==> config.mk <==
export PLATFORM = sky130hd
export DESIGN_NAME = two_list_second_chance_lru_core
export DESIGN_NICKNAME = d
export VERILOG_FILES = /design/src/rtl/core/tlsc_pkg.sv /design/src/rtl/core/tlsc_ram.sv /design/src/rtl/core/tlsc_ctrl.sv /design/src/rtl/core/tlsc_datapath.sv /design/src/rtl/core/two_list_second_chance_lru_core.sv
export SDC_FILE = /design/constraint.sdc
export NUM_CORES = 2
export LEC_CHECK = 0
export BUFFER_PORTS_ARGS = -buffer_cell sky130_fd_sc_hd__buf_2
export CAP_MARGIN = 0
export CORE_AREA = 2 2 310 374
export CTS_BUF_LIST = sky130_fd_sc_hd__clkbuf_16
export CTS_CLUSTER_SIZE = 8
export DETAILED_ROUTE_END_ITERATION = 16
export DIE_AREA = 0 0 312 376
export PLACE_DENSITY = 0.76
export SKIP_LAST_GASP = 1
export SLEW_MARGIN = 20
export SYNTH_ARGS = -nofsm -noshare
export SYNTH_HDL_FRONTEND = slang
export SYNTH_HIERARCHICAL = 1
export SYNTH_SLANG_ARGS = --single-unit
export TNS_END_PERCENT = 5
==> constraint.sdc <==
create_clock -name clk -period 12.1 [get_ports clk]
set_clock_uncertainty 0.2 [all_clocks]
set_input_delay 2.42 -clock clk [delete_from_list [all_inputs] [get_ports clk]]
set_output_delay 2.42 -clock clk [all_outputs]
set_load 0.005 [all_outputs]
==> src/rtl/core/tlsc_pkg.sv <==
// Shared types and constants for the two-list second-chance replacement core.
package tlsc_pkg;

  localparam int SLOTS  = 64;
  localparam int IDX_W  = 6;
  localparam int LINK_W = 7;
  localparam int CNT_W  = 7;
  localparam int CFG_W  = 7;
  localparam int PROD_W = 14;

  localparam logic [LINK_W-1:0] NONE_IDX = LINK_W'(SLOTS);
  localparam logic [CFG_W-1:0]  PERCENT_RESET = 7'd50;

  localparam logic CFG_PAGE_LIMIT    = 1'b0;
  localparam logic CFG_DIRTY_PERCENT = 1'b1;

  // Bit positions in the per-slot flag nibble.
  localparam int F_LOCKED     = 0;
  localparam int F_WRITEBACK  = 1;
  localparam int F_REFERENCED = 2;
  localparam int F_DIRTY      = 3;

  typedef enum logic [1:0] {
    MB_NONE     = 2'd0,
    MB_ACTIVE   = 2'd1,
    MB_INACTIVE = 2'd2
  } memb_t;

  typedef enum logic [2:0] {
    REQ_INSERT    = 3'd0,
    REQ_REMOVE    = 3'd1,
    REQ_REFERENCE = 3'd2,
    REQ_DIRTY     = 3'd3,
    REQ_CLEAN     = 3'd4,
    REQ_HOLDS     = 3'd5,
    REQ_VICTIM    = 3'd6,
    REQ_UNUSED    = 3'd7
  } req_t;

  typedef enum logic [3:0] {
    ST_IDLE,
    ST_CHECK,
    ST_READ,
    ST_LOAD,
    ST_EXEC,
    ST_UNLINK,
    ST_PUSH1,
    ST_PUSH2,
    ST_RESTART,
    ST_DONE
  } state_t;

  typedef struct packed {
    logic latch;
    logic rd;
    logic ld;
    logic flags;
    logic ins;
    logic ignore;
    logic skip;
    logic clrref;
    logic victim;
    logic next_phase;
    logic unl;
    logic psh1;
    logic psh2;
    logic restart;
  } cmd_t;

  typedef struct packed {
    req_t req;
    logic listed;
    logic cur_none;
    logic held;
    logic refd;
    logic phase;
    logic found;
  } sts_t;

endpackage

==> src/rtl/core/tlsc_ram.sv <==
// Generic single-write, single-read RAM with registered read data.
module tlsc_ram #(
  parameter int WIDTH = 8,
  parameter int DEPTH = 64
) (
  input  logic                     clk,
  input  logic                     we,
  input  logic [$clog2(DEPTH)-1:0] waddr,
  input  logic [WIDTH-1:0]         wdata,
  input  logic [$clog2(DEPTH)-1:0] raddr,
  output logic [WIDTH-1:0]         rdata
);

  logic [WIDTH-1:0] mem [DEPTH];

  always_ff @(posedge clk) begin
    if (we) begin
      mem[waddr] <= wdata;
    end
    rdata <= mem[raddr];
  end

endmodule

==> src/rtl/core/tlsc_ctrl.sv <==
// Sequencer for list updates and the victim walk.
module tlsc_ctrl (
  input  logic           clk,
  input  logic           rst,
  input  logic           start,
  input  tlsc_pkg::sts_t sts,
  output tlsc_pkg::cmd_t cmd,
  output logic           busy,
  output logic           done
);

  tlsc_pkg::state_t state, state_next;

  always_ff @(posedge clk) begin
    if (rst) begin
      state <= tlsc_pkg::ST_IDLE;
    end else begin
      state <= state_next;
    end
  end

  always_comb begin
    state_next = state;
    case (state)
      tlsc_pkg::ST_IDLE: begin
        if (start) state_next = tlsc_pkg::ST_CHECK;
      end
      tlsc_pkg::ST_CHECK: begin
        if (sts.req == tlsc_pkg::REQ_UNUSED) begin
          state_next = tlsc_pkg::ST_DONE;
        end else if (sts.req == tlsc_pkg::REQ_VICTIM && sts.cur_none) begin
          state_next = sts.phase ? tlsc_pkg::ST_DONE : tlsc_pkg::ST_CHECK;
        end else begin
          state_next = tlsc_pkg::ST_READ;
        end
      end
      tlsc_pkg::ST_READ: state_next = tlsc_pkg::ST_LOAD;
      tlsc_pkg::ST_LOAD: state_next = tlsc_pkg::ST_EXEC;
      tlsc_pkg::ST_EXEC: begin
        case (sts.req)
          tlsc_pkg::REQ_INSERT:
            state_next = sts.listed ? tlsc_pkg::ST_DONE : tlsc_pkg::ST_PUSH1;
          tlsc_pkg::REQ_REMOVE:
            state_next = sts.listed ? tlsc_pkg::ST_UNLINK : tlsc_pkg::ST_DONE;
          tlsc_pkg::REQ_VICTIM: begin
            if (sts.held) begin
              state_next = tlsc_pkg::ST_CHECK;
            end else if (sts.refd || sts.phase) begin
              state_next = tlsc_pkg::ST_UNLINK;
            end else begin
              state_next = tlsc_pkg::ST_DONE;
            end
          end
          default: state_next = tlsc_pkg::ST_DONE;
        endcase
      end
      tlsc_pkg::ST_UNLINK: begin
        state_next = (sts.req == tlsc_pkg::REQ_REMOVE) ? tlsc_pkg::ST_DONE
                                                        : tlsc_pkg::ST_PUSH1;
      end
      tlsc_pkg::ST_PUSH1: state_next = tlsc_pkg::ST_PUSH2;
      tlsc_pkg::ST_PUSH2: begin
        // A promotion during the walk restarts it; anything else is finished.
        state_next = (sts.req == tlsc_pkg::REQ_VICTIM && !sts.found)
                     ? tlsc_pkg::ST_RESTART : tlsc_pkg::ST_DONE;
      end
      tlsc_pkg::ST_RESTART: state_next = tlsc_pkg::ST_CHECK;
      tlsc_pkg::ST_DONE:    state_next = tlsc_pkg::ST_IDLE;
      default:              state_next = tlsc_pkg::ST_IDLE;
    endcase
  end

  always_comb begin
    cmd  = '0;
    busy = (state != tlsc_pkg::ST_IDLE);
    done = (state == tlsc_pkg::ST_DONE);
    case (state)
      tlsc_pkg::ST_IDLE: cmd.latch = start;
      tlsc_pkg::ST_CHECK: begin
        if (sts.req == tlsc_pkg::REQ_UNUSED) begin
          cmd.ignore = 1'b1;
        end else if (sts.req == tlsc_pkg::REQ_VICTIM && sts.cur_none) begin
          cmd.next_phase = !sts.phase;
        end
      end
      tlsc_pkg::ST_READ: cmd.rd = 1'b1;
      tlsc_pkg::ST_LOAD: cmd.ld = 1'b1;
      tlsc_pkg::ST_EXEC: begin
        case (sts.req)
          tlsc_pkg::REQ_INSERT: begin
            cmd.ignore = sts.listed;
            cmd.ins    = !sts.listed;
          end
          tlsc_pkg::REQ_REMOVE: ;
          tlsc_pkg::REQ_VICTIM: begin
            if (sts.held) begin
              cmd.skip = 1'b1;
            end else if (sts.refd) begin
              cmd.clrref = 1'b1;
            end else begin
              cmd.victim = 1'b1;
            end
          end
          default: cmd.flags = 1'b1;
        endcase
      end
      tlsc_pkg::ST_UNLINK:  cmd.unl     = 1'b1;
      tlsc_pkg::ST_PUSH1:   cmd.psh1    = 1'b1;
      tlsc_pkg::ST_PUSH2:   cmd.psh2    = 1'b1;
      tlsc_pkg::ST_RESTART: cmd.restart = 1'b1;
      default: ;
    endcase
  end

endmodule

==> src/rtl/core/tlsc_datapath.sv <==
// List heads, counters, link and flag memories, and result registers.
module tlsc_datapath (
  input  logic                        clk,
  input  logic                        rst,
  input  tlsc_pkg::cmd_t              cmd,
  output tlsc_pkg::sts_t              sts,
  input  logic [2:0]                  req_type,
  input  logic [tlsc_pkg::IDX_W-1:0]  slot,
  input  logic                        hold_locked,
  input  logic                        hold_writeback,
  input  logic                        cfg_we,
  input  logic                        cfg_index,
  input  logic [tlsc_pkg::CFG_W-1:0]  cfg_data,
  output logic                        status,
  output logic                        victim_found,
  output logic [tlsc_pkg::IDX_W-1:0]  victim_slot,
  output logic [tlsc_pkg::CNT_W-1:0]  dirty_count,
  output logic [tlsc_pkg::CNT_W-1:0]  total_count,
  output logic                        throttle
);

  localparam int LW = tlsc_pkg::LINK_W;
  localparam int IW = tlsc_pkg::IDX_W;
  localparam int CW = tlsc_pkg::CNT_W;
  localparam int MW = 6;

  tlsc_pkg::req_t req_q;
  logic [LW-1:0] sl, nx, pv;
  logic [1:0]    mb;
  logic [3:0]    fl, fl_new;
  logic          hl, hw, phase, found, status_q;
  logic [IW-1:0] vslot;
  logic [LW-1:0] ah, at, ih, it, dh;
  logic [CW-1:0] ac, ic, dt;
  logic [tlsc_pkg::CFG_W-1:0] page_limit, dirty_percent;
  logic [tlsc_pkg::PROD_W-1:0] thr_prod, dirty_x100;
  logic [tlsc_pkg::SLOTS-1:0] nv, pvv, mv;
  logic rv_n, rv_p, rv_m;
  logic push_act, listed;

  logic          n_we, p_we, m_we;
  logic [IW-1:0] n_wa, p_wa, m_wa;
  logic [LW-1:0] n_wd, p_wd, n_rd, p_rd;
  logic [MW-1:0] m_wd, m_rd;

  tlsc_ram #(.WIDTH(LW), .DEPTH(tlsc_pkg::SLOTS)) u_next (
    .clk(clk), .we(n_we), .waddr(n_wa), .wdata(n_wd), .raddr(sl[IW-1:0]), .rdata(n_rd)
  );
  tlsc_ram #(.WIDTH(LW), .DEPTH(tlsc_pkg::SLOTS)) u_prev (
    .clk(clk), .we(p_we), .waddr(p_wa), .wdata(p_wd), .raddr(sl[IW-1:0]), .rdata(p_rd)
  );
  tlsc_ram #(.WIDTH(MW), .DEPTH(tlsc_pkg::SLOTS)) u_flag (
    .clk(clk), .we(m_we), .waddr(m_wa), .wdata(m_wd), .raddr(sl[IW-1:0]), .rdata(m_rd)
  );

  assign listed   = (mb != tlsc_pkg::MB_NONE);
  assign push_act = !(req_q == tlsc_pkg::REQ_VICTIM && found);
  assign dh       = push_act ? ah : ih;

  always_comb begin
    fl_new = fl;
    case (req_q)
      tlsc_pkg::REQ_REFERENCE: fl_new[tlsc_pkg::F_REFERENCED] = 1'b1;
      tlsc_pkg::REQ_DIRTY: begin
        fl_new[tlsc_pkg::F_REFERENCED] = 1'b1;
        fl_new[tlsc_pkg::F_DIRTY]      = 1'b1;
      end
      tlsc_pkg::REQ_CLEAN: fl_new[tlsc_pkg::F_DIRTY] = 1'b0;
      tlsc_pkg::REQ_HOLDS: begin
        fl_new[tlsc_pkg::F_LOCKED]    = hl;
        fl_new[tlsc_pkg::F_WRITEBACK] = hw;
      end
      default: ;
    endcase
  end

  always_comb begin
    n_we = 1'b0; n_wa = sl[IW-1:0]; n_wd = tlsc_pkg::NONE_IDX;
    p_we = 1'b0; p_wa = sl[IW-1:0]; p_wd = tlsc_pkg::NONE_IDX;
    m_we = 1'b0; m_wa = sl[IW-1:0]; m_wd = {mb, fl};
    if (cmd.flags) begin
      m_we = 1'b1;
      m_wd = {mb, fl_new};
    end
    if (cmd.unl) begin
      n_we = !pv[LW-1];
      n_wa = pv[IW-1:0];
      n_wd = nx;
      p_we = !nx[LW-1];
      p_wa = nx[IW-1:0];
      p_wd = pv;
      m_we = 1'b1;
      m_wd = {tlsc_pkg::MB_NONE, fl};
    end
    if (cmd.psh1) begin
      n_we = 1'b1;
      n_wd = dh;
      p_we = 1'b1;
      m_we = 1'b1;
      m_wd = {push_act ? tlsc_pkg::MB_ACTIVE : tlsc_pkg::MB_INACTIVE, fl};
    end
    if (cmd.psh2) begin
      p_we = !dh[LW-1];
      p_wa = dh[IW-1:0];
      p_wd = sl;
    end
  end

  // Entries never written read back as unlinked, off both lists, flags clear.
  always_ff @(posedge clk) begin
    if (rst) begin
      nv  <= '0;
      pvv <= '0;
      mv  <= '0;
    end else begin
      if (n_we) nv[n_wa]  <= 1'b1;
      if (p_we) pvv[p_wa] <= 1'b1;
      if (m_we) mv[m_wa]  <= 1'b1;
    end
  end

  always_ff @(posedge clk) begin
    if (cmd.rd) begin
      rv_n <= nv[sl[IW-1:0]];
      rv_p <= pvv[sl[IW-1:0]];
      rv_m <= mv[sl[IW-1:0]];
    end
    if (cmd.latch) begin
      req_q <= tlsc_pkg::req_t'(req_type);
      hl    <= hold_locked;
      hw    <= hold_writeback;
      sl    <= (tlsc_pkg::req_t'(req_type) == tlsc_pkg::REQ_VICTIM) ? it : {1'b0, slot};
      vslot <= '0;
    end
    if (cmd.ld) begin
      nx <= rv_n ? n_rd : tlsc_pkg::NONE_IDX;
      pv <= rv_p ? p_rd : tlsc_pkg::NONE_IDX;
      mb <= rv_m ? m_rd[MW-1:4] : tlsc_pkg::MB_NONE;
      fl <= rv_m ? m_rd[3:0] : 4'd0;
    end
    if (cmd.flags)      fl <= fl_new;
    if (cmd.skip)       sl <= pv;
    if (cmd.clrref)     fl[tlsc_pkg::F_REFERENCED] <= 1'b0;
    if (cmd.victim)     vslot <= sl[IW-1:0];
    if (cmd.next_phase) sl <= at;
    if (cmd.restart)    sl <= phase ? at : it;
    thr_prod <= tlsc_pkg::PROD_W'(page_limit) * tlsc_pkg::PROD_W'(dirty_percent);
  end

  always_ff @(posedge clk) begin
    if (rst) begin
      ah <= tlsc_pkg::NONE_IDX;
      at <= tlsc_pkg::NONE_IDX;
      ih <= tlsc_pkg::NONE_IDX;
      it <= tlsc_pkg::NONE_IDX;
      ac <= '0;
      ic <= '0;
      dt <= '0;
      phase    <= 1'b0;
      found    <= 1'b0;
      status_q <= 1'b0;
      page_limit    <= '0;
      dirty_percent <= tlsc_pkg::PERCENT_RESET;
    end else begin
      if (cfg_we) begin
        if (cfg_index == tlsc_pkg::CFG_PAGE_LIMIT) begin
          page_limit <= cfg_data;
        end else begin
          dirty_percent <= cfg_data;
        end
      end
      if (cmd.latch) begin
        phase    <= 1'b0;
        found    <= 1'b0;
        status_q <= 1'b0;
      end
      if (cmd.ignore)     status_q <= 1'b1;
      if (cmd.victim)     found <= 1'b1;
      if (cmd.next_phase) phase <= 1'b1;
      if (cmd.ins && fl[tlsc_pkg::F_DIRTY]) dt <= dt + 1'b1;
      if (cmd.flags) begin
        if (req_q == tlsc_pkg::REQ_DIRTY && !fl[tlsc_pkg::F_DIRTY] && listed) begin
          dt <= dt + 1'b1;
        end else if (req_q == tlsc_pkg::REQ_CLEAN && fl[tlsc_pkg::F_DIRTY] && listed &&
                     dt != '0) begin
          dt <= dt - 1'b1;
        end
      end
      if (cmd.unl) begin
        if (mb == tlsc_pkg::MB_ACTIVE) begin
          if (ah == sl) ah <= nx;
          if (at == sl) at <= pv;
          if (ac != '0) ac <= ac - 1'b1;
        end else begin
          if (ih == sl) ih <= nx;
          if (it == sl) it <= pv;
          if (ic != '0) ic <= ic - 1'b1;
        end
        if (req_q == tlsc_pkg::REQ_REMOVE && fl[tlsc_pkg::F_DIRTY] && dt != '0) begin
          dt <= dt - 1'b1;
        end
      end
      if (cmd.psh2) begin
        if (push_act) begin
          ah <= sl;
          if (at[LW-1]) at <= sl;
          ac <= ac + 1'b1;
        end else begin
          ih <= sl;
          if (it[LW-1]) it <= sl;
          ic <= ic + 1'b1;
        end
      end
    end
  end

  // dirty > floor(limit * percent / 100) is the same as limit * percent < 100 * dirty.
  assign dirty_x100 = {1'b0, dt, 6'd0} + {2'd0, dt, 5'd0} + {5'd0, dt, 2'd0};

  assign status       = status_q;
  assign victim_found = found;
  assign victim_slot  = vslot;
  assign dirty_count  = dt;
  assign total_count  = ac + ic;
  assign throttle     = (page_limit != '0) && (thr_prod < dirty_x100);

  assign sts.req      = req_q;
  assign sts.listed   = listed;
  assign sts.cur_none = sl[LW-1];
  assign sts.held     = fl[tlsc_pkg::F_LOCKED] | fl[tlsc_pkg::F_WRITEBACK];
  assign sts.refd     = fl[tlsc_pkg::F_REFERENCED];
  assign sts.phase    = phase;
  assign sts.found    = found;

endmodule

==> src/rtl/core/two_list_second_chance_lru_core.sv <==
// Top level of the two-list second-chance page replacement core.
//
//  channel   | ports                                           | handshake
//  ----------+-------------------------------------------------+-------------------------
//  request   | req_type, slot, hold_locked, hold_writeback     | start high, busy low
//  result    | status, victim_found, victim_slot, dirty_count, | done strobe, one cycle
//            | total_count, throttle                           |
//  config    | cfg_index, cfg_data                             | cfg_we, one cycle
//
// A flag request runs check, read, load, exec, done; an insert adds the push states and a
// remove the unlink state. Victim selection repeats check, read, load and exec per skipped
// held slot, adds unlink, pushes and restart per promoted referenced slot and a check to
// switch to the active list; each step reads an entry of the registered link and flag RAMs.
// busy rises on accept and holds through the done beat; the next beat is taken after it.
// Synchronous reset clears all lists and counters at once; there is no clearing pass.
// The receiver cannot stall; each result beat is shown for exactly one cycle.
module two_list_second_chance_lru_core (
  input  logic                        clk,
  input  logic                        rst,
  input  logic                        start,
  output logic                        busy,
  input  logic [2:0]                  req_type,
  input  logic [tlsc_pkg::IDX_W-1:0]  slot,
  input  logic                        hold_locked,
  input  logic                        hold_writeback,
  input  logic                        cfg_we,
  input  logic                        cfg_index,
  input  logic [tlsc_pkg::CFG_W-1:0]  cfg_data,
  output logic                        done,
  output logic                        status,
  output logic                        victim_found,
  output logic [tlsc_pkg::IDX_W-1:0]  victim_slot,
  output logic [tlsc_pkg::CNT_W-1:0]  dirty_count,
  output logic [tlsc_pkg::CNT_W-1:0]  total_count,
  output logic                        throttle
);

  tlsc_pkg::cmd_t cmd;
  tlsc_pkg::sts_t sts;

  tlsc_ctrl u_ctrl (
    .clk(clk), .rst(rst), .start(start), .sts(sts), .cmd(cmd), .busy(busy), .done(done)
  );

  tlsc_datapath u_dp (
    .clk(clk), .rst(rst), .cmd(cmd), .sts(sts),
    .req_type(req_type), .slot(slot),
    .hold_locked(hold_locked), .hold_writeback(hold_writeback),
    .cfg_we(cfg_we), .cfg_index(cfg_index), .cfg_data(cfg_data),
    .status(status), .victim_found(victim_found), .victim_slot(victim_slot),
    .dirty_count(dirty_count), .total_count(total_count), .throttle(throttle)
  );

endmodule

* After elaboration in Yosys (flattened, before gate mapping) *
Memory sizes are Yosys's and may differ from the RTL's. A register that Yosys moved wholly into a read port is not among the register bits.
Cells that the tools add are included.

cells by class
  add/subtract/negate cells = 9
  multiply operators = 1
  magnitude comparators = 7
  equality and inequality tests = 23
  muxes and demuxes = 127
  bitwise operators = 5
  reductions and logical operators = 40

operators with widths
  kind                 count
  $mux 7               49
  $or 64x64->64        3
  $mux 4               13
  $mux 6               7
  $mux 1               41
  $pmux 4 s9           1
  $eq 7x7->1           4
  $reduce_bool 7->1    4
  $add 7x1->7 const B  3
  $lt 6x7->1 const B   3
  $sub 7x1->7 const B  3
  $bmux 1 s6           3
  $demux 1 s6          3
  $ge 6x1->1 const B   3
  $eq 4x3->1 const B   4
  $eq 3x3->1 const B   5
  $logic_and 1x1->1    15
  $add 13x12->14       1
  $add 14x9->14        1
  $lt 14x14->1         1
  $mul 7x7->14         1
  $pmux 4 s3           1
  $mux 2               5
  $reduce_bool 2->1    5
  other kinds (20)     33

word-level totals
  register bits after elaboration = 317
  bits in writable memories = 1280
  bits of input ports = 23
  output and inout port bits = 25
  memories kept = 3

memories
  name             words  width  rd ports  clocked after memory_dff  write ports  line            RTL
  u_dp.u_next.mem  64     7      1         1                         1            tlsc_ram.sv:14  logic [WIDTH-1:0] mem [DEPTH];
  u_dp.u_prev.mem  64     7      1         1                         1            tlsc_ram.sv:14
  u_dp.u_flag.mem  64     6      1         1                         1            tlsc_ram.sv:14

* Depth between registers and ports, before layout *
  depth in word-level cells = 11
  gate-level depth with buffers = 16

* Modules after synthesis *
The synthesis kept the hierarchy.

by module, submodules not included
  module                       times used  cells an instance  area each (µm²)
  tlsc_ram at u_dp.u_next ...  2           827                17635.7
  tlsc_datapath                1           1854               16687.3
  tlsc_ram at u_dp.u_flag      1           720                15225.9
  tlsc_ctrl                    1           75                 536.8

* Least setup slack after synthesis *
No wires, ideal clock.

  path type = reg2out
  start point = register u_dp.dt[2], in the netlist u_dp/dirty_count[2]
  end point = output throttle
  arrival = 2722 ps
  path slack = 6758 ps
  cell stages (with the launch flop) = 13
  buffers on the path = 0
  cells stage by stage = dfxtp_1 fa_1 ha_1 a21o_1 a21oi_1 o21bai_1 a21oi_1 nor2_1 a211oi_1 ha_1 a21oi_1 o41ai_1 a41oi_1

on the way
  cells in the longest elaborated chain, start to end = 4

RTL lines
  item                      line                                   RTL
  start: declaration        tlsc_datapath.sv:34                    logic [CW-1:0] ac, ic, dt;
  start signal: assignment  tlsc_datapath.sv:180                   if (cmd.ins && fl[tlsc_pkg::F_DIRTY]) dt <= dt + 1'b1;
  start signal: assignment  tlsc_datapath.sv:183                   dt <= dt + 1'b1;
  start signal: assignment  tlsc_datapath.sv:186                   dt <= dt - 1'b1;
  $add 13x12->14            tlsc_datapath.sv:218                   assign dirty_x100 = {1'b0, dt, 6'd0} + {2'd0, dt, 5'd0} + {5'd0, dt, 2'd0};
  $add 14x9->14 (*)         tlsc_datapath.sv:218
  $lt 14x14->1 (*)          tlsc_datapath.sv:225                   assign throttle = (page_limit != '0) && (thr_prod < dirty_x100);
  $logic_and 1x1->1 (*)     tlsc_datapath.sv:225
  end: declaration          two_list_second_chance_lru_core.sv:35  output logic throttle

Mark *: on every way between the ends. The rest lies on a longest branch, timed or not.

* Worst setup path in the final report *
  start point = register u_dp.dt[1], in the netlist u_dp/dirty_count[1]
  end point = output throttle

Same word-level chain as after synthesis.

==> key figures <==
Status
  • Status: complete, no violations

Clock network
  • H-tree depth: 4
  • CTS tree: yes
  • CTS Sinks: ~1600
  • CTS resizes: 0
  • Post-CTS setup buffers: 0
  • Clk_lat worst skew: 0.84 ns
  • CTS buffer count: 220
  • Hold buffers post-CTS: 0
  • Clk root buf: clkbuf_16
  • Clock-pin slew on the worst setup and hold paths: 0.05 ns
  • CTS max path bufs: 3

Global route
  • Initial antenna violation count: 10
  • First-pass GRT wire length: roughly 240 mm
  • Grt peak-use layer: met2
  • Met1 usage: 35.2%
  • Total GRT Usage: 27.5%
  • GR Util met2: approximately 46%
  • GRT met3 Usage: 5.08%
  • Largest net degree at the start of global routing: ~150
  • Remaining global-route overflow: 0
  • Vias in the first global route: between 30000 and 40000

Drt
  • Iteration-0 DRC Markers: roughly 4500
  • Final WL: around 160 mm
  • Via density: approximately 6.5
  • Final ANT Viol Nets: 0
  • Vias: approximately 39000
  • DR pass1 iterations: 7
  • Remaining DRCs: 0
  • WL per Instance: roughly 27 um

Die
  • # rows: 136
  • Chip width: roughly 310 um
  • Initial core utilization: around three fifths
  • Total core area: between 0.1 and 0.15 sq mm
  • I/O Pins: 48
  • Die area: approximately 0.12 sq mm
  • DIE HEIGHT: 376 um

Yosys
  • Syn Nets: about 4400
  • Syn Inst Count: around 4300
  • Top_reg_cell synth: edfxtp_1
  • Post-synth EDFFs: about 1300
  • Post-synth top area cell: edfxtp_1
  • Flops & latches, synth: 1615
  • Avg Inst Size Synth: between 15 and 20 sq um
  • Synth top area cells: edfxtp_1 59%, mux4_2 11%, dfxtp_1 8.7%, nor2_1 2.7%, mux2i_1 1.7%
  • Async SR Flop Fraction: 0%
  • Top cells by count, synth: 1320 x edfxtp_1, 479 x nor2_1, 334 x mux4_2, 295 x dfxtp_1, 213 x a21oi_1
  • Synth unique cells: 97
  • Area share of the largest cell type after synthesis: approximately 59%
  • Mapped cell area: roughly 0.068 sq mm
  • Yosys warns: 6
  • Count leader, synth: edfxtp_1
  • Seq/Total Area, Yosys: between 60 and 70%

Power
  • Pwr/cell area: around 170 mW/mm^2
  • Lkg Pwr: between 0.02 and 0.025 uW
  • Total design power: between 10000 and 15000 uW
  • Worst vdd ir: 179 uV

Place
  • Input/output buffers: 47
  • GP Congestion: 0.867
  • Post-DP HPWL: 93.0 mm
  • Inst Count DP: approximately 5700

Timing
  • Max Fclk: 150 MHz
  • RSZ-0062 raised after global routing: false
  • Minimum clock period: 6.65 ns
  • Max_slew headroom: between 20% and 30%
  • Slew Limit Fails: 0
  • Actual slew at the worst max-slew pin: ~1.1 ns
  • Fin. Hold Viols: 0
  • Setup TNS: 0 ns
  • Fin crit share: a little over half
  • Hold Worst Slack: 0.264 ns
  • Finish-stage setup viols: 0

Worst setup path
  • Max incr delay on CP: around 0.50 ns
  • R2R setup slack: between 7 and 8 ns
  • Worst path most repeated cell: a21oi_1
  • Worst Path Required: roughly 9.5 ns
  • Cell Chain, Critical Path: fa_1, ha_1, a21o_1, a21oi_1, o21bai_1, a21oi_1, nor2_1, a211oi_1, ha_1, a21oi_1, o41ai_1, a41oi_1, buf_2
  • WP data arrival: between 4 and 5 ns
  • Crit path kind: reg2out
  • Worst setup path start: u_dp/dirty_count[1]
  • Reg2reg start: u_dp/page_limit[0]
  • Worst-case reg-to-reg path depth: 15
  • Bufs and invs on worst path: 1
  • Crit path max fanout: 7
  • Startpoint Class: register
  • Reg-to-Reg End: u_dp/thr_prod[13]
  • Worst setup EP type: output pin
  • Worst path top cell family by delay: compound AO/OA/AOI/OAI gates
  • Slowest cell on the critical path: dfxtp_1

Cells and area
  • NumNets Final: between 4000 and 5000
  • Layout cells sized above 1: around 17%
  • Area Overhead vs Synth: 11.4%
  • Non-Filler Instances: roughly 6000

Hold path
  • Worst Min Path Start: u_dp/mv[54]
  • Worst hold path class: reg2reg
  • Hold Path Cell Cnt: 2
  • WHS Endpoint: u_dp/mv[54]

Flow run
  • Max-cap violations: 0
## routing by layer
layer / share of wire (%) / wire, um
met1: 37 / 59500
met2: 50 / 80200
met3: 7.9 / 12600
met4: 4.6 / 7320
met5: 0.034 / 55
## where the power goes
group          switching, uW  internal, uW  total, uW
sequential              38.3          6030       6070
clock                   2260          3220       5490
combinational            643           362       1000
## worst min-delay path, cell delays in order, from the launching register on
cell and delay [ns]:
dfxtp_1 0.32, a21oi_1 0.04, nor2_1 0.07
## cells in the final DEF (no fill, tap or decap), drive strengths merged, types with 14 or more instances in the layout
cell,netlist,routed
o31ai,20,20
ha,76,76
nand2b,39,39
nand2,152,152
clkbuf,106,221
a22o,14,14
nor3b,14,14
dfxtp,295,295
nor2,481,481
mux4,340,340
xor2,21,21
nand3,51,51
nand3b,21,21
fa,29,29
xnor2,36,36
edfxtp,1320,1320
a22oi,35,35
nor3,51,51
clkinv,1,18
a21oi,213,213
o22ai,103,103
nand4,22,22
a221oi,22,22
and2,62,62
inv,139,219
nor2b,42,42
o221ai,27,27
buf,123,104
mux2,36,36
o21ai,80,80
mux2i,114,114
a211oi,56,56
## layout make-up
class / count / area, sq um
multi-input combinational: 2318 / 20600
sequential: 1615 / 45500
fill: 7517 / 38200
antenna: 5 / 12.5
clock buffer: 220 / 5510
inverter: 140 / 526
clock inverter: 97 / 667
tap: 1518 / 1900
timing repair buffer: 105 / 742
## metrics by stage
stage          instance area [sq um]  setup slack (ns)  util, %
3_3_place_gp                   69200              6.39     60.9
3_5_place_dp                   69200              6.24     60.9
4_1_cts                        75400              5.35     66.3
5_1_grt                        75400              5.15     66.4
6_report                       75500              5.45     66.4
2_1_floorplan                  67700              6.76        -
## worst max-delay path by stage
stage / to / cells past startpoint
after detailed placement: throttle / 13
after global routing: throttle / 13
after global placement: throttle / 13
after floorplan: throttle / 12
after CTS: throttle / 13
final: throttle / 13
## sequential cells by signal, indices dropped and copies added (netlist names), 12 cells and up
name	cells
u_dp/u_next/mem	448
u_dp/u_prev/mem	448
u_dp/u_flag/mem	384
u_dp/mv	64
u_dp/nv	64
u_dp/thr_prod	12
u_dp/pvv	64
## logic make-up (layout without fill, tap and decap cells)
kind of cell | count (synthesis) | count (layout) | share of synthesized area (%)
DFF | 1615 | 1615 | 67.3
and+or+nand+nor | 1006 | 1006 | 7.08
AOI/OAI and AO/OA | 660 | 660 | 6.29
muxes | 490 | 490 | 13.6
buffers and inverters | 370 | 562 | 2.76
adders and majority gates | 105 | 105 | 2.26
xor gates and xnor gates | 57 | 57 | 0.737
other | 0 | 5 | 0
No activity file was read; power rests on OpenSTA's default activity.
